File: src/hdl/b64e_pkg.sv
`default_nettype none

package b64e_pkg;

  // ascii anchors of the base64 alphabet
  localparam logic [7:0] UpperOffset = 8'd65;  // 'A' for sextet 0
  localparam logic [7:0] LowerOffset = 8'd71;  // 'a' minus 26
  localparam logic [7:0] DigitBias   = 8'd4;   // '0' is sextet 52 minus 4
  localparam logic [7:0] PlusChar    = 8'd43;  // '+'
  localparam logic [7:0] SlashChar   = 8'd47;  // '/'
  localparam logic [7:0] PadChar     = 8'd61;  // '='

  localparam logic [5:0] LowerStart  = 6'd26;
  localparam logic [5:0] DigitStart  = 6'd52;
  localparam logic [5:0] PlusCode    = 6'd62;

  // position of the next byte within a three byte group
  typedef enum logic [2:0] {
    PH_FIRST  = 3'b001,
    PH_SECOND = 3'b010,
    PH_THIRD  = 3'b100
  } phase_t;

  // characters produced by one input byte, emitted in order chars[0]..chars[last_idx]
  typedef struct packed {
    logic [3:0][7:0] chars;
    logic [1:0]      last_idx;
    logic            fin;
  } b64e_job_t;

  // queue status seen by the back end
  typedef struct packed {
    logic head_valid;
    logic full;
  } q_stat_t;

  function automatic logic [7:0] sextet_char(input logic [5:0] s);
    logic [7:0] w;
    w = {2'b00, s};
    if (s < LowerStart) begin
      return w + UpperOffset;
    end else if (s < DigitStart) begin
      return w + LowerOffset;
    end else if (s < PlusCode) begin
      return w - DigitBias;
    end else if (s == PlusCode) begin
      return PlusChar;
    end else begin
      return SlashChar;
    end
  endfunction

endpackage

`default_nettype wire

File: src/hdl/b64e_if.sv
`default_nettype none

interface b64e_in_if;
  logic       valid;
  logic       ready;
  logic [7:0] data_byte;
  logic       final_byte;

  modport source(output valid, output data_byte, output final_byte, input ready);
  modport sink(input valid, input data_byte, input final_byte, output ready);
endinterface

interface b64e_out_if;
  logic       valid;
  logic       ready;
  logic [7:0] out_char;
  logic       end_of_text;

  modport source(output valid, output out_char, output end_of_text, input ready);
  modport sink(input valid, input out_char, input end_of_text, output ready);
endinterface

`default_nettype wire

File: src/hdl/base64_stream_encoder_unit.sv
`default_nettype none

// channel    dir  payload                         meaning
// data_in    in   data_byte[7:0], final_byte      raw byte, marks last byte of message
// char_out   out  out_char[7:0], end_of_text      base64 char or '=', marks last char
//
// front end maps each byte to 1..4 characters in the cycle it is taken
// back end sends one character per cycle while char_out.ready stays high, so a steady stream
// gives four characters per three bytes; the output register sets that pace
// a byte is taken whenever the job queue has room, even while the output is stalled
// synchronous active-high rst clears group phase, carry bits, queue and output valid

module base64_stream_encoder_unit
  import b64e_pkg::*;
#(
  parameter int QueueDepth = 2
) (
  input  wire logic clk,
  input  wire logic rst,
  b64e_in_if.sink   data_in,
  b64e_out_if.source char_out
);

  localparam int CntW = $clog2(QueueDepth + 1);

  // front to queue
  logic      push;
  b64e_job_t push_job;

  // queue to back
  b64e_job_t       head_job;
  q_stat_t         stat;
  logic [CntW-1:0] count;
  logic            pop;

  // classify the byte, keep group phase and leftover bits
  b64e_front u_front (
    .clk     (clk),
    .rst     (rst),
    .data_in (data_in),
    .full    (stat.full),
    .push    (push),
    .job     (push_job)
  );

  // short queue lets the input keep going while characters drain
  b64e_queue #(
    .QueueDepth (QueueDepth)
  ) u_queue (
    .clk      (clk),
    .rst      (rst),
    .push     (push),
    .push_job (push_job),
    .pop      (pop),
    .head_job (head_job),
    .stat     (stat),
    .count    (count)
  );

  // serialize the characters of each job through the output register
  b64e_back u_back (
    .clk      (clk),
    .rst      (rst),
    .head_job (head_job),
    .stat     (stat),
    .pop      (pop),
    .char_out (char_out)
  );

  // back end only retires a job that is really there
  a_pop_has_job: assert property (@(posedge clk) disable iff (rst)
    pop |-> stat.head_valid)
    else $error("job popped from empty queue");

  // an accepted byte always leaves a job waiting in the queue
  a_accept_queued: assert property (@(posedge clk) disable iff (rst)
    (data_in.valid && data_in.ready) |=> (count != '0))
    else $error("accepted byte produced no queued job");

  // occupancy stays within the queue
  a_count_bound: assert property (@(posedge clk) disable iff (rst)
    count <= CntW'(QueueDepth))
    else $error("queue count overflow");

endmodule

`default_nettype wire

File: src/hdl/b64e_front.sv
`default_nettype none

module b64e_front
  import b64e_pkg::*;
(
  input  wire logic  clk,
  input  wire logic  rst,
  b64e_in_if.sink    data_in,
  input  wire logic  full,
  output logic       push,
  output b64e_job_t  job
);

  phase_t     phase, phase_next;
  logic [3:0] carry, carry_next;
  logic [7:0] b;
  logic       fin;

  assign b             = data_in.data_byte;
  assign fin           = data_in.final_byte;
  assign data_in.ready = !full;
  assign push          = data_in.valid && !full;

  always_comb begin
    job.chars    = '0;
    job.last_idx = 2'd0;
    job.fin      = fin;
    phase_next   = phase;
    carry_next   = carry;
    unique case (phase)
      PH_SECOND: begin
        job.chars[0] = sextet_char({carry[1:0], b[7:4]});
        if (fin) begin
          job.chars[1] = sextet_char({b[3:0], 2'b00});
          job.chars[2] = PadChar;
          job.last_idx = 2'd2;
        end else begin
          carry_next = b[3:0];
          phase_next = PH_THIRD;
        end
      end
      PH_THIRD: begin
        job.chars[0] = sextet_char({carry, b[7:6]});
        job.chars[1] = sextet_char(b[5:0]);
        job.last_idx = 2'd1;
        carry_next   = 4'd0;
        phase_next   = PH_FIRST;
      end
      default: begin
        job.chars[0] = sextet_char(b[7:2]);
        if (fin) begin
          job.chars[1] = sextet_char({b[1:0], 4'b0000});
          job.chars[2] = PadChar;
          job.chars[3] = PadChar;
          job.last_idx = 2'd3;
        end else begin
          carry_next = {2'b00, b[1:0]};
          phase_next = PH_SECOND;
        end
      end
    endcase
    if (fin) begin
      carry_next = 4'd0;
      phase_next = PH_FIRST;
    end
  end

  always_ff @(posedge clk) begin
    if (rst) begin
      phase <= PH_FIRST;
      carry <= 4'd0;
    end else if (push) begin
      phase <= phase_next;
      carry <= carry_next;
    end
  end

endmodule

`default_nettype wire

File: src/hdl/b64e_queue.sv
`default_nettype none

module b64e_queue
  import b64e_pkg::*;
#(
  parameter int QueueDepth = 2
) (
  input  wire logic                            clk,
  input  wire logic                            rst,
  input  wire logic                            push,
  input  wire b64e_job_t                       push_job,
  input  wire logic                            pop,
  output b64e_job_t                            head_job,
  output q_stat_t                              stat,
  output logic [$clog2(QueueDepth + 1) - 1:0]  count
);

  localparam int PtrW = $clog2(QueueDepth);
  localparam int CntW = $clog2(QueueDepth + 1);

  b64e_job_t slots [QueueDepth];
  logic [PtrW-1:0] wr_ptr, rd_ptr;

  function automatic logic [PtrW-1:0] bump(input logic [PtrW-1:0] p);
    if (p == PtrW'(QueueDepth - 1)) begin
      return '0;
    end else begin
      return p + 1'b1;
    end
  endfunction

  assign head_job        = slots[rd_ptr];
  assign stat.head_valid = count != '0;
  assign stat.full       = count == CntW'(QueueDepth);

  always_ff @(posedge clk) begin
    if (push) begin
      slots[wr_ptr] <= push_job;
    end
  end

  always_ff @(posedge clk) begin
    if (rst) begin
      wr_ptr <= '0;
      rd_ptr <= '0;
      count  <= '0;
    end else begin
      if (push) begin
        wr_ptr <= bump(wr_ptr);
      end
      if (pop) begin
        rd_ptr <= bump(rd_ptr);
      end
      if (push && !pop) begin
        count <= count + 1'b1;
      end else if (pop && !push) begin
        count <= count - 1'b1;
      end
    end
  end

endmodule

`default_nettype wire

File: src/hdl/b64e_back.sv
`default_nettype none

module b64e_back
  import b64e_pkg::*;
(
  input  wire logic       clk,
  input  wire logic       rst,
  input  wire b64e_job_t  head_job,
  input  wire q_stat_t    stat,
  output logic            pop,
  b64e_out_if.source      char_out
);

  logic [1:0] idx;
  logic       out_valid;
  logic [7:0] out_char;
  logic       out_eot;
  logic       load;
  logic       at_last;

  assign at_last = idx == head_job.last_idx;
  assign load    = stat.head_valid && (!out_valid || char_out.ready);
  assign pop     = load && at_last;

  assign char_out.valid       = out_valid;
  assign char_out.out_char    = out_char;
  assign char_out.end_of_text = out_eot;

  always_ff @(posedge clk) begin
    if (rst) begin
      idx       <= 2'd0;
      out_valid <= 1'b0;
    end else if (load) begin
      out_valid <= 1'b1;
      idx       <= at_last ? 2'd0 : idx + 2'd1;
    end else if (char_out.ready) begin
      out_valid <= 1'b0;
    end
  end

  always_ff @(posedge clk) begin
    if (load) begin
      out_char <= head_job.chars[idx];
      out_eot  <= head_job.fin && at_last;
    end
  end

endmodule

`default_nettype wire
File: src/flat_wrapper.sv
// flat-port wrapper written by rule: the top's interface ports become plain ports
module base64_stream_encoder_unit_flat import b64e_pkg::*;
#(
  parameter int QueueDepth = 2
)
  (clk, rst, data_in_valid, data_in_data_byte, data_in_final_byte, data_in_ready, char_out_valid, char_out_out_char, char_out_end_of_text, char_out_ready);
  b64e_in_if data_in_i ();
  b64e_out_if char_out_i ();
  input  wire logic clk;
  input  wire logic rst;
  input wire logic [$bits(data_in_i.valid)-1:0] data_in_valid;
  input wire logic [$bits(data_in_i.data_byte)-1:0] data_in_data_byte;
  input wire logic [$bits(data_in_i.final_byte)-1:0] data_in_final_byte;
  output wire logic [$bits(data_in_i.ready)-1:0] data_in_ready;
  output wire logic [$bits(char_out_i.valid)-1:0] char_out_valid;
  output wire logic [$bits(char_out_i.out_char)-1:0] char_out_out_char;
  output wire logic [$bits(char_out_i.end_of_text)-1:0] char_out_end_of_text;
  input wire logic [$bits(char_out_i.ready)-1:0] char_out_ready;
  assign data_in_i.valid = data_in_valid;
  assign data_in_i.data_byte = data_in_data_byte;
  assign data_in_i.final_byte = data_in_final_byte;
  assign data_in_ready = data_in_i.ready;
  assign char_out_valid = char_out_i.valid;
  assign char_out_out_char = char_out_i.out_char;
  assign char_out_end_of_text = char_out_i.end_of_text;
  assign char_out_i.ready = char_out_ready;
  base64_stream_encoder_unit #(.QueueDepth(QueueDepth)) u_core (.clk(clk), .rst(rst), .data_in(data_in_i), .char_out(char_out_i));
endmodule
File: config.mk
export PLATFORM = sky130hd
export DESIGN_NAME = base64_stream_encoder_unit_flat
export DESIGN_NICKNAME = d
export VERILOG_FILES = /design/src/hdl/b64e_pkg.sv /design/src/hdl/b64e_if.sv /design/src/hdl/base64_stream_encoder_unit.sv /design/src/hdl/b64e_front.sv /design/src/hdl/b64e_queue.sv /design/src/hdl/b64e_back.sv /design/src/flat_wrapper.sv
export SDC_FILE = /design/constraint.sdc
export NUM_CORES = 1
export LEC_CHECK = 0
export BUFFER_PORTS_ARGS = -buffer_cell sky130_fd_sc_hd__buf_2
export CAP_MARGIN = 10
export CORE_MARGIN = 2
export CORE_UTILIZATION = 52
export CTS_CLUSTER_DIAMETER = 80
export DETAILED_ROUTE_END_ITERATION = 12
export PLACE_DENSITY = 0.81
export SLEW_MARGIN = 20
export SYNTH_ARGS = -nofsm -noshare
export SYNTH_HDL_FRONTEND = slang
export SYNTH_SLANG_ARGS = --single-unit
File: constraint.sdc
create_clock -name clk -period 6.29 [get_ports clk]
set_input_delay 1.887 -clock clk [delete_from_list [all_inputs] [get_ports clk]]
set_output_delay 1.887 -clock clk [all_outputs]
set_load 0.05 [all_outputs]
==> impl_metrics.csv <==
group,metric,value,unit
synthesis,post_synth_edffs,49,
grt,pin_count_of_the_biggest_net_entering_global_routing,23,
route,routed_wl,11000,um
route,route.detailed.drc,0,
finish,area_delta_synth_final,7.34,%
route,met3_wirelength,727,um
timing,min_period,4.29,ns
floorplanning,die_height,96.2,um
pwr,peakVddDrop,0.132,mV
job,max-cap-violations,0,
grt,vias_in_the_first_global_route,3502,
setup_path,worst_ep_arrival_time,4.37,ns
timing,report.final.setup_viol,0,
synthesis,ys_warn_count,0,
grt,global_route.usage.total,0.254,
pwr,leakage,0.00172,uW
route,drtPass1Iterations,6,
finish,layout.cells.most_common_list,"49 x sky130_fd_sc_hd__edfxtp_1, 42 x sky130_fd_sc_hd__nand2_1, 34 x sky130_fd_sc_hd__a21oi_1, 26 x sky130_fd_sc_hd__nor2_1",
clock_network,clock_sinks,64,
finish,antennaDiodeCount,0,
finish,final_layout_size_suffix_gt1_frac,0.122,
finish,design.final.nets,505,
route,uppermost_routed_layer,"met4",
min_path,min_delay_path_depth,2,
route,post_drt_wl_per_cell,18.9,um
synthesis,postSynthRegisterBits,64,
clock_network,postCtsHoldBufs,0,
timing,rsz0062_at_grt,"no",
synthesis,synthesis.area,4420,sq um
synthesis,number_of_library_cell_types_mapped_by_synthesis,62,
clock_network,worst_setup_hold_path_clk_slew,0.06,ns
finish,final_cells,579,
min_path,hp-class,"flop to flop",
floorplanning,fp.dieW,96.2,um
clock_network,cts_buffers,9,
grt,grt_first_pass_wirelength,17800,um
placed_design,place_hpwl,7820,um
setup_path,end_kind,"flop",
setup_path,reg2reg_setup_slack,3.53,ns
clock_network,cts_repair_resizes,0,
setup_path,required,6.37,ns
timing,hold-worst-slack,0.511,ns
synthesis,syn_inst,466,
synthesis,share_of_the_yosys_chip_area_belonging_to_registers,0.401,
timing,tns,0,ns
synthesis,net_count_after_synthesis,502,
synthesis,synth_top_area_share,0.333,
setup_path,start_kind,"input port",
floorplanning,rows,33,
clock_network,tritoncts,"yes",
setup_path,timing_worst_setup_path_type,"input port to flop",
timing,max_clk_rate,0.233,GHz
pwr,power-per-cell-area,327,nW/um^2
timing,fin_worst_skew,0.00913,ns
placed_design,number_of_input_and_output_port_buffers_inserted,23,
floorplanning,initial_cell_density_of_the_core,0.538,
clock_network,cts_htree_levels,3,
finish,final_common_cell,"sky130_fd_sc_hd__edfxtp_1",
synthesis,post_synth_main_area_contributors,"sky130_fd_sc_hd__edfxtp_1 33%, sky130_fd_sc_hd__dfxtp_1 6.8%, sky130_fd_sc_hd__ha_1 6.5%",
grt,antenna_found_initial,0,
route,avgViaCountPerCell,6.41,
grt,total_gr_overflow,0,
clock_network,cts_setup_buffers,0,
floorplanning,core,8220,sq um
route,drt.antenna.violating_nets,0,
floorplanning,die-area,9250,sq um
placed_design,dpl.cell_count,563,
timing,worst_pin_slew,0.889,ns
synthesis,yosys_most_used_dff,"sky130_fd_sc_hd__edfxtp_1",
timing,finalHoldViolCount,0,
timing,final_max_slew_viol_count,0,
setup_path,worst_r2r_path_depth,6,
route,routed-via-count,3709,
placed_design,place.gp.congestion,0.962,
timing,worst_slew_margin_rel,0.407,
setup_path,rr_startpoint,"u_core.u_front.carry[0]$_SDFFE_PP0P_",
min_path,hold_start,"u_core.u_front.phase[1]$_SDFFE_PP0P_",
route,detailed_routed_wire_length_on_met2,5190,um
setup_path,regToRegEndpoint,"u_core.u_queue.slots[1][7]$_DFFE_PP_",
min_path,destination_of_the_worst_hold_path,"u_core.u_front.phase[1]$_SDFFE_PP0P_",
clock_network,clkLatencyLatePin,0.34,ns
route,detail_route.wirelength.met1,4680,um
clock_network,clock_root_cell,"sky130_fd_sc_hd__clkbuf_8",
setup_path,critical_path_fanout_max,17,
synthesis,syn_avg_cell_area,9.48,sq um
synthesis,fraction_of_registers_with_async_set_reset,0,
route,drtIter0Drc,321,
floorplanning,floorplan.io_pins,24,
timing,fin_crit_sh,0.683,
run_status,run_status,"completed",
clock_network,clock_tree_buffer_depth,2,
synthesis,netlist.top_cell.by_area,"sky130_fd_sc_hd__edfxtp_1",
## Yosys cell counts, drive strengths merged, types with 2 or more instances
| library cell | n |
|---|---|
| edfxtp | 49 |
| nand2 | 42 |
| a21oi | 34 |
| inv | 26 |
| nor2 | 26 |
| o21ai | 24 |
| ha | 23 |
| nand3 | 20 |
| clkbuf | 17 |
| buf | 16 |
| xnor2 | 16 |
| dfxtp | 15 |
| a31oi | 12 |
| nor3 | 12 |
| nand2b | 10 |
| o211ai | 9 |
| a21o | 8 |
| mux2i | 8 |
| mux4 | 8 |
| a211oi | 7 |
| nor2b | 7 |
| a211o | 6 |
| o311ai | 6 |
| and2 | 4 |
| o2111ai | 4 |
| o31ai | 4 |
| or3 | 4 |
| xor2 | 4 |
| a221oi | 3 |
| mux2 | 3 |
| nor3b | 3 |
| nor4 | 3 |
| o221ai | 3 |
| o22ai | 3 |
| a2111o | 2 |
| a2111oi | 2 |
| nand3b | 2 |
| nand4 | 2 |
| o21a | 2 |
| or2 | 2 |
| or3b | 2 |
## worst max-delay path by stage
stage / start / to / depth (start not counted)
floorplan: data_in_data_byte[6] / u_core.u_queue.slots[0][9]$_DFFE_PP_ / 9
global placement: data_in_data_byte[7] / u_core.u_queue.slots[0][8]$_DFFE_PP_ / 7
detailed placement: data_in_data_byte[7] / u_core.u_queue.slots[0][8]$_DFFE_PP_ / 7
CTS: data_in_data_byte[7] / u_core.u_queue.slots[0][8]$_DFFE_PP_ / 7
global route: data_in_data_byte[7] / u_core.u_queue.slots[1][8]$_DFFE_PP_ / 7
finish: data_in_data_byte[7] / u_core.u_queue.slots[0][8]$_DFFE_PP_ / 7
## through the flow
stage,util,power [uW],area (sq um),worst slack (ns)
5_1_grt,0.577,1640,4740,1.84
3_3_place_gp,0.552,1180,4540,1.79
2_1_floorplan,-,1080,4420,2.43
3_5_place_dp,0.552,1200,4540,1.73
4_1_cts,0.577,1560,4740,2.08
6_report,0.577,1550,4740,2.00
## cell families after synthesis
logic type / count (synthesis) / synth area share
simple gates: 141 / 0.158
compound gates: 140 / 0.216
flops: 64 / 0.401
buf+inv: 59 / 0.0544
fa+ha+maj: 23 / 0.0651
xor+xnor: 20 / 0.0396
mux: 19 / 0.0666
## state kept, by name, indices dropped and copies added, names as in the netlist, named ones only
name / count
u_core.u_queue.slots: 40
u_core.u_back.char_out.out_char: 8
u_core.u_front.carry: 4
u_core.u_front.phase: 3
u_core.u_back.idx: 2
u_core.u_queue.count: 2
u_core.u_back.char_out.end_of_text: 1
u_core.u_back.char_out.valid: 1
u_core.u_queue.rd_ptr: 1
u_core.u_queue.wr_ptr: 1
## critical path: stages
cell	delay, ns
sky130_fd_sc_hd__buf_2	0.31
sky130_fd_sc_hd__ha_1	0.50
sky130_fd_sc_hd__nor2b_1	0.72
sky130_fd_sc_hd__nand2_1	0.16
sky130_fd_sc_hd__o221ai_2	0.22
sky130_fd_sc_hd__o311ai_1	0.13
sky130_fd_sc_hd__a2111o_1	0.45
## layer usage
| layer | global-route usage | up-vias |
|---|---|---|
| li1 | - | 1746 |
| met5 | 0 | - |
| met1 | 0.340 | 1759 |
| met3 | 0.0407 | 31 |
| met2 | 0.409 | 173 |
| met4 | 0.108 | 0 |
## layout make-up
cell class                      instances  area, sq um
Timing Repair Buffer                   25          130
Clock inverter                          5         52.6
Tap cell                              105          131
Fill cell                             739         3470
Inverter                               26         97.6
Multi-Input combinational cell        343         2410
Sequential cell                        64         1770
Clock buffer                           11          153
## power by group
group	switching, uW	internal [uW]
clock network	154	206
registers	73.0	586
logic	347	185
(Power assumes the default switching activity.)
